File: config.mk
export PLATFORM = sky130hd
export DESIGN_NAME = tlbat_queue
export DESIGN_NICKNAME = d
export VERILOG_FILES = /design/src/design/tlbat_pkg.sv /design/src/design/tlbat_queue.sv
export SDC_FILE = /design/constraint.sdc
export NUM_CORES = 1
export LEC_CHECK = 0
export CAP_MARGIN = 15
export CORE_ASPECT_RATIO = 1.25
export CORE_MARGIN = 10
export CORE_UTILIZATION = 39
export DETAILED_ROUTE_END_ITERATION = 12
export DONT_BUFFER_PORTS = 1
export REMOVE_ABC_BUFFERS = 1
export SLEW_MARGIN = 30
export SYNTH_ARGS = -nofsm -noshare
export SYNTH_HDL_FRONTEND = slang
export SYNTH_SLANG_ARGS = --single-unit
File: constraint.sdc
create_clock -name clock -period 8.45 [get_ports clock]
set_input_delay 1.69 -clock clock [delete_from_list [all_inputs] [get_ports clock]]
set_output_delay 1.69 -clock clock [all_outputs]
set_load 0.05 [all_outputs]
File: src/design/tlbat_pkg.sv
// shared constants, types and functions of the tlb translation block
`timescale 1ns / 1ps
`default_nettype none
package tlbat_pkg;
   localparam int UTLB_ENTRIES = 64;
   localparam int ITLB_ENTRIES = 4;
   localparam int UTLB_IDX_W = (UTLB_ENTRIES > 1) ? $clog2(UTLB_ENTRIES) : 1;
   localparam int ITLB_IDX_W = (ITLB_ENTRIES > 1) ? $clog2(ITLB_ENTRIES) : 1;
   localparam int QUEUE_DEPTH = 2;

   localparam logic [2:0] CMD_READ = 3'd0;
   localparam logic [2:0] CMD_WRITE = 3'd1;
   localparam logic [2:0] CMD_FETCH = 3'd2;
   localparam logic [2:0] CMD_WR_UTLB = 3'd3;
   localparam logic [2:0] CMD_WR_ITLB = 3'd4;

   localparam logic [1:0] CSR_MMU_ENABLE = 2'd0;
   localparam logic [1:0] CSR_SINGLE_VM = 2'd1;
   localparam logic [1:0] CSR_ASID = 2'd2;
   localparam logic [1:0] CSR_BOUNDARY = 2'd3;

   localparam logic [1:0] ST_NONE = 2'd0;
   localparam logic [1:0] ST_RO = 2'd1;
   localparam logic [1:0] ST_RW = 2'd2;

   localparam logic [2:0] EX_NONE = 3'd0;
   localparam logic [2:0] EX_MISS_LOAD = 3'd1;
   localparam logic [2:0] EX_MISS_STORE = 3'd2;
   localparam logic [2:0] EX_PROT_LOAD = 3'd3;
   localparam logic [2:0] EX_PROT_STORE = 3'd4;
   localparam logic [2:0] EX_INIT_WRITE = 3'd5;

   // front classification of one item
   localparam logic [2:0] CLS_FIXED = 3'd0;
   localparam logic [2:0] CLS_XLATE = 3'd1;
   localparam logic [2:0] CLS_WR_UTLB = 3'd2;
   localparam logic [2:0] CLS_WR_ITLB = 3'd3;

   typedef struct packed {
      logic valid;
      logic [31:0] vpage;
      logic [7:0] asid;
      logic [28:0] phys;
      logic [1:0] size;
      logic shared;
      logic dirty;
      logic [1:0] prot;
   } entry_type;

   typedef struct packed {
      logic [2:0] cls;
      logic [2:0] command;
      logic [31:0] address;
      logic probe;
      logic privileged;
      logic [5:0] index;
      entry_type entry;
      logic [1:0] fix_status;
      logic [31:0] fix_phys;
      logic fix_unsup;
   } work_type;

   function automatic logic [31:0] size_mask(input logic [1:0] size);
      logic [31:0] m;
      unique case (size)
         2'd0: m = 32'hfffffc00;
         2'd1: m = 32'hfffff000;
         2'd2: m = 32'hffff0000;
         default: m = 32'hfff00000;
      endcase
      return m;
   endfunction

   function automatic logic entry_hit(input entry_type e, input logic [31:0] va,
                                      input logic need_asid, input logic [7:0] asid);
      logic [31:0] m;
      m = size_mask(e.size);
      return e.valid && ((e.vpage & m) == (va & m)) &&
             (e.shared || !need_asid || (e.asid == asid));
   endfunction
endpackage
`default_nettype wire

File: src/design/tlbat_queue.sv
// short fifo between the front and the back
`timescale 1ns / 1ps
`default_nettype none
module tlbat_queue import tlbat_pkg::*; (
   input wire logic clock,
   input wire logic reset,
   input wire logic push,
   input wire work_type push_data,
   input wire logic pop,
   output logic empty,
   output logic full,
   output work_type head
);
   localparam int PW = (QUEUE_DEPTH > 1) ? $clog2(QUEUE_DEPTH) : 1;
   work_type slot_ff [QUEUE_DEPTH];
   logic [PW-1:0] wptr_ff, wptr_in, rptr_ff, rptr_in;
   logic [PW:0] count_ff, count_in;
   function automatic logic [PW-1:0] bump(input logic [PW-1:0] p);
      return (p == PW'(QUEUE_DEPTH - 1)) ? '0 : p + 1'b1;
   endfunction
   always_comb begin
      wptr_in = push ? bump(wptr_ff) : wptr_ff;
      rptr_in = pop ? bump(rptr_ff) : rptr_ff;
      count_in = count_ff + (PW+1)'(push) - (PW+1)'(pop);
   end
   assign empty = (count_ff == '0);
   assign full = (count_ff == (PW+1)'(QUEUE_DEPTH));
   assign head = slot_ff[rptr_ff];
   always_ff @(posedge clock) begin
      if (reset) begin
         wptr_ff <= '0;
         rptr_ff <= '0;
         count_ff <= '0;
      end else begin
         wptr_ff <= wptr_in;
         rptr_ff <= rptr_in;
         count_ff <= count_in;
      end
      if (push) slot_ff[wptr_ff] <= push_data;
   end
endmodule
`default_nettype wire

==> out/qor.yml <==
cells_and_area:
  nFillCells: 2516
  finalNonFillerCells: 948
  nets: 693
  num_antenna_cells: 0
  drive_gt1_share_pct: 38.04
  ff_latch_area_um2: 9533
  multi_input_area_um2: 1889
  utilization_pct: 44.47
  syn2layout_area_growth_pct: 12.30
power_and_ir_drop:
  p_comb_share_pct: 14.1
  power.switching_mw: 0.9920
  switching_share_pct: 26.41
  power_frac_seq_pct: 50.0
  p_leak_nw: 4.172
  p_total_mw: 3.757
  power.share.clock_pct: 35.9
  p_per_area_nw_per_um2: 288.8
  internal-power_mw: 2.765
  ir_worst_vdd_mv: 0.1897
status:
  status: "complete, no violations"
critical_path:
  crit_required_ns: 6.76
  r2r_cells: 3
  end_kind: "output port"
  worst-path-stages: 2
  crit-reg2reg-launch: "wptr_ff"
  worstSetupPathType: "flop to output port"
  crit_fanout: 81
  crit_buf_inv: 1
  cpMaxStageDelayCell: "dfxtp_4"
  cp-endpoint: "head[151]"
  r2r-end: "slot_ff[0][108]"
  arrival_ns: 2.44
  crit_chain: "buf_6 -> mux2_2"
  worst-r2r-setup-slack_ns: 6.24
  cp-start-kind: "flop"
  cpPeakStageDelay_ns: 0.67
  critPathTopFamily: "flip-flops"
die:
  die_area_um2: 37040
  start_util_pct: 39.60
  die_w_um: 174.2
  row_count: 70
  die_h_um: 212.7
  coreArea_um2: 29250
  io_pins: 320
logic_synthesis:
  synth-edff-count: 314
  synth_top_area_share_pct: 81.39
  muxShareOfSynthArea_pct: 15.26
  synth_commonest_cells: "edfxtp_1 (314), mux2_2 (157), buf_6 (13)"
  synth_top_family_by_area: "multiplexers"
  yosysUniqueCellTypes: 13
  postSynthCellCount: 509
  synth.avg_cell_area_um2: 22.76
  synth_xor_area_share_pct: 0.3456
  synth_seq_cells: 319
  synthTopCellsByArea: "edfxtp_1 (81%), mux2_2 (15%), buf_6 (1.3%), dfxtp_1 (0.86%), ha_1 (0.22%)"
  yosys.area_share.simple_pct: 0.3780
  syn_area_um2: 11580
  synth_flop_cell: "edfxtp_1"
  synthArstFlopShare_pct: 0
  yosysTopAreaCell: "edfxtp_1"
  synth_adder_area_share_pct: 0.2160
  yosysWarningCount: 0
  synth_compound_gate_area_share_pct: 0
  ys_seq_area_share_pct: 82.26
  yosysMostFrequentCell: "edfxtp_1"
global_routing:
  grt.overflow.total: 0
  grt_pass1_wl_um: 33600
  grt_pass1_vias: 5046
  antenna_found_initial: 0
  grt_usage_pct: 12.05
  grt_max_degree: 82
clocking:
  htree_levels: 1
  post_cts_resized: 0
  cts_sinks: 319
  cts_tree: "done"
  insertion_delay_ns: 0.54
  cts_buffers: 29
  path_clk_slew_ns: 0.06
  cts-hold-fix-buffers: 0
  post_cts_buffers: 0
  clk_path_buf_depth: 3
  root_buffer: "clkbuf_16"
drt:
  wire_per_inst_um: 25.24
  vias_per_cell: 4.940
  drtPass1Iterations: 4
  drcViolationCount: 0
  drtIter0Drc: 347
  vias: 4683
  ant_nets: 0
  drt_wl_total_um: 23930
sta:
  min_period_ns: 4.132
  slew-limit-headroom_pct: 35.34
  period_share_pct: 48.90
  rsz0062_at_grt: "false"
  setup_viol: 0
  worstMarginPinSlew_ns: 0.9664
  finalMaxSlewViolations: 0
  finalHoldViolCount: 0
  fmaxAchievable_mhz: 242.0
  setup_tns_ns: 0
  fin_worst_skew_ns: 0.005575
placed_design:
  place_congestion: 0.7442
  dp.cells: 895
  io_buffers: 0
  place_hpwl_um: 16930
hold_path:
  hold_start: "rptr_ff"
  hp-class: "flop to flop"
run:
  maxCapViolations: 0
power groups by stage:
stage,logic (mW),registers (mW),clock network [mW]
after CTS,0.540,1.88,1.39
final,0.531,1.88,1.35
after global routing,0.550,1.89,1.45
after detailed placement,0.539,1.91,0
after floorplan,0.465,1.94,0
after global placement,0.520,1.92,0
final cells by class:
class | count | area share [%]
timing repair buffer | 7 | 0.7117
clock buffer | 34 | 5.722
tap | 396 | 3.808
multi-input combinational | 171 | 14.52
inverter | 2 | 0.05770
sequential | 319 | 73.27
clock inverter | 19 | 1.904
state kept, by name (all words and copies together), names as in the netlist, named ones only:
register,count
rptr_ff,1
count_ff,2
slot_ff,314
wptr_ff,1
layer usage:
layer	part of all wire [%]	wire length [um]	up-vias	track usage [%]
met5	0	0	-	0
met4	3.3	787	0	5.226
met3	12	2763	49	5.850
met2	55	13060	224	22.29
met1	31	7316	2352	10.93
li1	-	-	2058	-
metrics by stage:
stage / setup slack [ns] / hold WS, ns / cell area [um^2]
after CTS: 4.013 / 0.5243 / 13000
after detailed placement: 4.596 / 0.5031 / 12010
after global routing: 4.185 / 0.5553 / 13010
after global placement: 4.227 / 0.4935 / 11960
final: 4.318 / 0.5260 / 13010
after floorplan: -0.7215 / 0.4799 / 11410
worst min-delay path by stage:
| stage | end | slack, ns | cells past startpoint |
|---|---|---|---|
| after floorplan | flop | 0.48 | 2 |
| after global placement | rptr_ff | 0.49 | 2 |
| final | flop | 0.53 | 2 |
| after global routing | flop | 0.56 | 2 |
| after detailed placement | flop | 0.50 | 2 |
| after CTS | flop | 0.52 | 2 |
worst min-delay path, cell delays in order, from the launching register on:
cell and delay, ns:
dfxtp_1 0.32, xnor2_1 0.09, nor2_1 0.08
cell usage in the layout (no fill, tap or decap):
cell type   instances
buf_16              1
and2_4              1
clkinv_4            1
clkinv_2            4
bufinv_16           6
clkinvlp_4          1
ha_1                2
clkbuf_16          29
dfxtp_4             1
buf_12              1
buf_4               3
inv_1               2
nor2_1              5
edfxtp_1          314
nor2b_1             1
xnor2_1             2
buf_6               2
clkbuf_1            5
mux2_2            157
xnor3_1             1
nor2b_2             1
inv_6               1
clkinv_1            6
nor2b_4             1
dfxtp_1             4
kinds of logic (layout without fill, tap and decap cells):
family / count (synthesis) / in the layout
DFF: 319 / 319
muxes: 157 / 157
buffers and inverters: 19 / 62
adders and majority gates: 2 / 2
and+or+nand+nor: 9 / 9
xor gates and xnor gates: 3 / 3
No activity file was read; power rests on OpenSTA's default activity.
