==> config.mk <==
export PLATFORM = sky130hd
export DESIGN_NAME = tlbat_front
export DESIGN_NICKNAME = d
export VERILOG_FILES = /design/src/design/tlbat_pkg.sv /design/src/design/tlbat_front.sv
export SDC_FILE = /design/constraint.sdc
export NUM_CORES = 1
export LEC_CHECK = 0
export ABC_CLOCK_PERIOD_IN_PS = 2090
export BUFFER_PORTS_ARGS = -buffer_cell sky130_fd_sc_hd__buf_4
export CAP_MARGIN = 25
export CELL_PAD_IN_SITES_DETAIL_PLACEMENT = 0
export CELL_PAD_IN_SITES_GLOBAL_PLACEMENT = 1
export CORE_MARGIN = 5
export CORE_UTILIZATION = 16
export DETAILED_ROUTE_END_ITERATION = 7
export GPL_ROUTABILITY_DRIVEN = 1
export PLACE_DENSITY_LB_ADDON = 0.1
export SLEW_MARGIN = 20
export SYNTH_ARGS = -nofsm -noshare
export SYNTH_HDL_FRONTEND = slang
export SYNTH_SLANG_ARGS = --single-unit
==> constraint.sdc <==
create_clock -name vclk -period 2.09
set_input_delay 0.209 -clock vclk [all_inputs]
set_output_delay 0.209 -clock vclk [all_outputs]
set_load 0.02 [all_outputs]
==> src/design/tlbat_pkg.sv <==
// shared constants, types and functions of the tlb translation block
`timescale 1ns / 1ps
`default_nettype none
package tlbat_pkg;
   localparam int UTLB_ENTRIES = 64;
   localparam int ITLB_ENTRIES = 4;
   localparam int UTLB_IDX_W = (UTLB_ENTRIES > 1) ? $clog2(UTLB_ENTRIES) : 1;
   localparam int ITLB_IDX_W = (ITLB_ENTRIES > 1) ? $clog2(ITLB_ENTRIES) : 1;
   localparam int QUEUE_DEPTH = 2;

   localparam logic [2:0] CMD_READ = 3'd0;
   localparam logic [2:0] CMD_WRITE = 3'd1;
   localparam logic [2:0] CMD_FETCH = 3'd2;
   localparam logic [2:0] CMD_WR_UTLB = 3'd3;
   localparam logic [2:0] CMD_WR_ITLB = 3'd4;

   localparam logic [1:0] CSR_MMU_ENABLE = 2'd0;
   localparam logic [1:0] CSR_SINGLE_VM = 2'd1;
   localparam logic [1:0] CSR_ASID = 2'd2;
   localparam logic [1:0] CSR_BOUNDARY = 2'd3;

   localparam logic [1:0] ST_NONE = 2'd0;
   localparam logic [1:0] ST_RO = 2'd1;
   localparam logic [1:0] ST_RW = 2'd2;

   localparam logic [2:0] EX_NONE = 3'd0;
   localparam logic [2:0] EX_MISS_LOAD = 3'd1;
   localparam logic [2:0] EX_MISS_STORE = 3'd2;
   localparam logic [2:0] EX_PROT_LOAD = 3'd3;
   localparam logic [2:0] EX_PROT_STORE = 3'd4;
   localparam logic [2:0] EX_INIT_WRITE = 3'd5;

   // front classification of one item
   localparam logic [2:0] CLS_FIXED = 3'd0;
   localparam logic [2:0] CLS_XLATE = 3'd1;
   localparam logic [2:0] CLS_WR_UTLB = 3'd2;
   localparam logic [2:0] CLS_WR_ITLB = 3'd3;

   typedef struct packed {
      logic valid;
      logic [31:0] vpage;
      logic [7:0] asid;
      logic [28:0] phys;
      logic [1:0] size;
      logic shared;
      logic dirty;
      logic [1:0] prot;
   } entry_type;

   typedef struct packed {
      logic [2:0] cls;
      logic [2:0] command;
      logic [31:0] address;
      logic probe;
      logic privileged;
      logic [5:0] index;
      entry_type entry;
      logic [1:0] fix_status;
      logic [31:0] fix_phys;
      logic fix_unsup;
   } work_type;

   function automatic logic [31:0] size_mask(input logic [1:0] size);
      logic [31:0] m;
      unique case (size)
         2'd0: m = 32'hfffffc00;
         2'd1: m = 32'hfffff000;
         2'd2: m = 32'hffff0000;
         default: m = 32'hfff00000;
      endcase
      return m;
   endfunction

   function automatic logic entry_hit(input entry_type e, input logic [31:0] va,
                                      input logic need_asid, input logic [7:0] asid);
      logic [31:0] m;
      m = size_mask(e.size);
      return e.valid && ((e.vpage & m) == (va & m)) &&
             (e.shared || !need_asid || (e.asid == asid));
   endfunction
endpackage
`default_nettype wire

==> src/design/tlbat_front.sv <==
// front end: accepts items, decodes the region and settles fixed results
`timescale 1ns / 1ps
`default_nettype none
module tlbat_front import tlbat_pkg::*; (
   input wire logic mmu_enable,
   input wire logic [2:0] req_command,
   input wire logic [31:0] req_address,
   input wire logic req_no_exceptions,
   input wire logic req_privileged,
   input wire logic [5:0] req_entry_index,
   input wire logic [7:0] req_entry_asid,
   input wire logic [28:0] req_entry_phys,
   input wire logic req_entry_valid,
   input wire logic [1:0] req_entry_size,
   input wire logic req_entry_shared,
   input wire logic req_entry_dirty,
   input wire logic [1:0] req_entry_prot,
   output work_type work
);
   logic [31:0] va;
   logic user_space;
   always_comb begin
      va = req_address;
      user_space = !va[31] || (va[31:29] == 3'b110);
      work = '0;
      work.command = req_command;
      work.address = va;
      work.probe = req_no_exceptions;
      work.privileged = req_privileged;
      work.index = req_entry_index;
      work.entry.valid = req_entry_valid;
      work.entry.vpage = va;
      work.entry.asid = req_entry_asid;
      work.entry.phys = req_entry_phys;
      work.entry.size = req_entry_size;
      work.entry.shared = req_entry_shared;
      work.entry.dirty = req_entry_dirty;
      work.entry.prot = req_entry_prot;
      work.cls = CLS_FIXED;
      priority if (req_command == CMD_WR_UTLB) begin
         work.cls = CLS_WR_UTLB;
      end else if (req_command == CMD_WR_ITLB) begin
         work.cls = CLS_WR_ITLB;
      end else if (req_command > CMD_WR_ITLB) begin
         work.cls = CLS_FIXED;
      end else if (user_space) begin
         if (mmu_enable) work.cls = CLS_XLATE;
         else begin
            work.fix_status = ST_RW;
            work.fix_phys = {3'b000, va[28:0]};
         end
      end else if (va[31:26] == 6'b111000) begin
         work.fix_status = ST_RW;
         work.fix_phys = va;
      end else if (!req_privileged) begin
         if (req_no_exceptions) work.fix_status = ST_RW;
         else work.fix_unsup = 1'b1;
      end else if (!va[30]) begin
         work.fix_status = ST_RW;
         work.fix_phys = {3'b000, va[28:0]};
      end else if (req_command == CMD_FETCH) begin
         work.fix_unsup = 1'b1;
      end else if (va[31:28] == 4'hf) begin
         work.fix_status = ST_RW;
         work.fix_phys = va;
      end else if (req_no_exceptions) begin
         work.fix_status = ST_RW;
      end else begin
         work.fix_unsup = 1'b1;
      end
   end
endmodule
`default_nettype wire

==> results by stage <==
Timing:
- The tightest hold margin is 418 ps.
- The worst path meets setup with 316 ps of slack.
- Derived from the worst setup path, the maximum achievable clock frequency is 564 MHz.
- Setup repair after global routing left no endpoint under its margin.
- The minimum clock period is 1770 ps.
- The final hold violation count is 0.
- The final-report max-slew violation count is 0.
- The total negative setup slack is 0 ps.
- The number of failing setup endpoints in the final timing report is 0.
- The post-route fraction of the period consumed by the critical path is 0.849.

Placement:
- The number of port buffers is 143.
- The final RePlAce weighted congestion is 0.652.
- The wire-length estimate of the detail-placed layout is 4100 µm.
- After detailed placement, the design holds a cell count of 313.
- At the placement stage, the worst setup path has a slack of 306 ps.

Cells and area:
- The filler cells instantiated in the layout total 929.
- In the finished design the tool counted flip-flops and latches totalling 0.
- Of the cells placed in the final design, the portion with a size suffix greater than 1 is 0.716.
- In the final layout, flip-flops and latches occupy 0 µm².
- The final-stage net count is 298.
- The area growth from synthesis to layout is 20.5%.
- The number of standard cells in the final layout excluding fillers is 313.
- Summing all multi-input logic gate instances after layout gives 380 µm².
- 0 antenna diodes ended up in the layout.
- The layout has 0 clock buffers.

GRT:
- The remaining global-route overflow is 0.
- Entering global routing, the biggest net connects 30 pins.
- The number of global-route vias before repair is 1,025.
- The number of antenna violations at the first check in global routing was 0.
- The first global-routing pass estimated 6290 µm of wire.
- For this run, the total global-route usage over all layers was measured as 0.0762.

Critical path:
- The cell with the most instances on the worst path is sky130_fd_sc_hd__buf_4.
- The signal on the critical path passes through buf_4 -> nand3_1 -> nor4_2 -> or3_1 -> buf_4 -> and3_1 -> buf_4.
- The endpoint type of the worst setup path is an output pin.
- At the worst endpoint, the arrival time is 1570 ps.
- Of all nets on the critical path, the largest fanout is 26.
- The critical path starts at req_address[30].
- Data on the critical path is required at its endpoint by 1880 ps.
- The longest individual stage delay on the worst path is 360 ps.
- The number of buffer and inverter stages on the critical path is 3.
- The startpoint class of the critical path is an input pin.
- The slowest stage cell on the critical path is sky130_fd_sc_hd__or3_1.
- Counting buffers and inverters, the worst setup path is 7 cells deep.
- The worst setup path endpoint is work[18].
- The type of the worst setup path is input pin to output pin.
- Broken down by cell family, the worst path's largest delay share belongs to simple AND/OR/NAND/NOR gates.

Floorplanning:
- The floorplan core area is 8180 µm².
- Measured along the x axis, the die boundary spans 101 µm.
- The number of primary I/O pins is 245.
- The floorplan step set the die height to 101 µm.
- The area of the die is 10,200 µm².
- The row count is 33.
- The starting density of the core is 0.163.

Synth:
- The combined area of all synthesized cells is 1330 µm².
- Synthesis handed over a netlist of 189 instances.
- After synthesis, the most frequently instantiated cells are 121 x sky130_fd_sc_hd__buf_4, 28 x sky130_fd_sc_hd__and3_1, 5 x sky130_fd_sc_hd__nand2_1.
- The number of different library cells used by synthesis comes to 23.
- The largest total area in the synthesized netlist belongs to sky130_fd_sc_hd__buf_4.
- The most numerous cell in the Yosys netlist is sky130_fd_sc_hd__buf_4.
- The mean cell area of the mapped netlist is 7.04 µm².
- In the post-synthesis netlist, the biggest area contributors are sky130_fd_sc_hd__buf_4 68%, sky130_fd_sc_hd__and3_1 13%, sky130_fd_sc_hd__buf_6 2.5%.
- The top-area cell type share of the netlist area is 0.682.
- The share of the Yosys chip area taken by registers is 0.
- The Yosys step of the flow raised 0 warnings.

CTS:
- For this design, the CTS-stage hold fixing added 0 buffers.
- In this run the post-CTS setup repair buffer count came out at 0.
- The number of resized instances in the post-cts repair step is 0.

Routing:
- The detailed router placed 1,143 vias in this run.
- The violation count after the first detailed-route iteration is 21.
- The count of nets left with antenna violations once routing finished came out at 0.
- In the final routed layout, each cell accounts on average for 14.9 µm.
- The final wirelength is 4680 µm.
- For this run, design rule violations remaining after detail routing come to 0.
- The detailed-router iteration count before antenna repair is 4.
- The via density per instance is 3.65.

Run:
- The total of max-cap violations is 0.

Power:
- The analysis attributes to cell leakage a power of 0.950 nW.
- The design draws 0.000442 W.
- The worst supply voltage drop on vdd is 0.0000587 V.
- In this run the power density over the cells is 276 nW/µm².

Run status:
- The run finished with clean final reports.

Worst hold path:
- The tightest min-delay check is of the input pin to output pin type.
## area by class of cell
class,count,area share
inverters,1,0.00234
multi-input cells,62,0.237
well taps,105,0.0819
repair buffers,145,0.679
## placed cells by master, fill, tap and decap left out, types with 2 or more instances in the layout
cell type and n:
sky130_fd_sc_hd__conb_1 2, sky130_fd_sc_hd__nand3_1 3, sky130_fd_sc_hd__nor3_1 4, sky130_fd_sc_hd__nand2b_1 3
sky130_fd_sc_hd__a21oi_1 3, sky130_fd_sc_hd__buf_4 145, sky130_fd_sc_hd__nor2_1 2, sky130_fd_sc_hd__and3_1 28
sky130_fd_sc_hd__o21ai_0 2, sky130_fd_sc_hd__nand2_1 5
## cells by family after synthesis
logic type | count (synthesis) | share of synthesized area
other | 1 | 0.00282
buffers and inverters | 128 | 0.720
AO/OA/AOI/OAI | 10 | 0.0479
AND/OR/NAND/NOR | 50 | 0.229
## routing by layer
layer  vias to the layer above  wire, µm  global-route usage
met5                         -         0                   0
met2                       116      2460               0.148
met4                         0       161              0.0245
met3                        18       637              0.0193
li1                        531         -                   -
met1                       478      1420              0.0786
## worst min-delay path by stage
stage / start / to / slack (ps) / cells past startpoint
after floorplan: req_address[22] / work[100] / 530 / 1
after global placement: req_entry_index[1] / work[112] / 420 / 0
after detailed placement: req_entry_index[1] / work[112] / 420 / 0
after CTS: req_entry_index[1] / work[112] / 420 / 0
after global routing: req_entry_phys[15] / work[56] / 420 / 0
final: req_entry_prot[0] / work[35] / 420 / 0
## report_power, final
| group | internal [W] | switching (W) | leakage [nW] |
|---|---|---|---|
| Sequential | 0 | 0 | 0 |
| Clock | 0 | 0 | 0 |
| Combinational | 0.000195 | 0.000247 | 0.950 |
| Total | 0.000195 | 0.000247 | 0.950 |
## through the flow
step,util,area (µm²)
final,0.196,1600
after global routing,0.196,1600
after CTS,0.196,1600
after detailed placement,0.196,1600
after global placement,0.196,1600
after floorplan,-,1340
(Power assumes the default switching activity.)
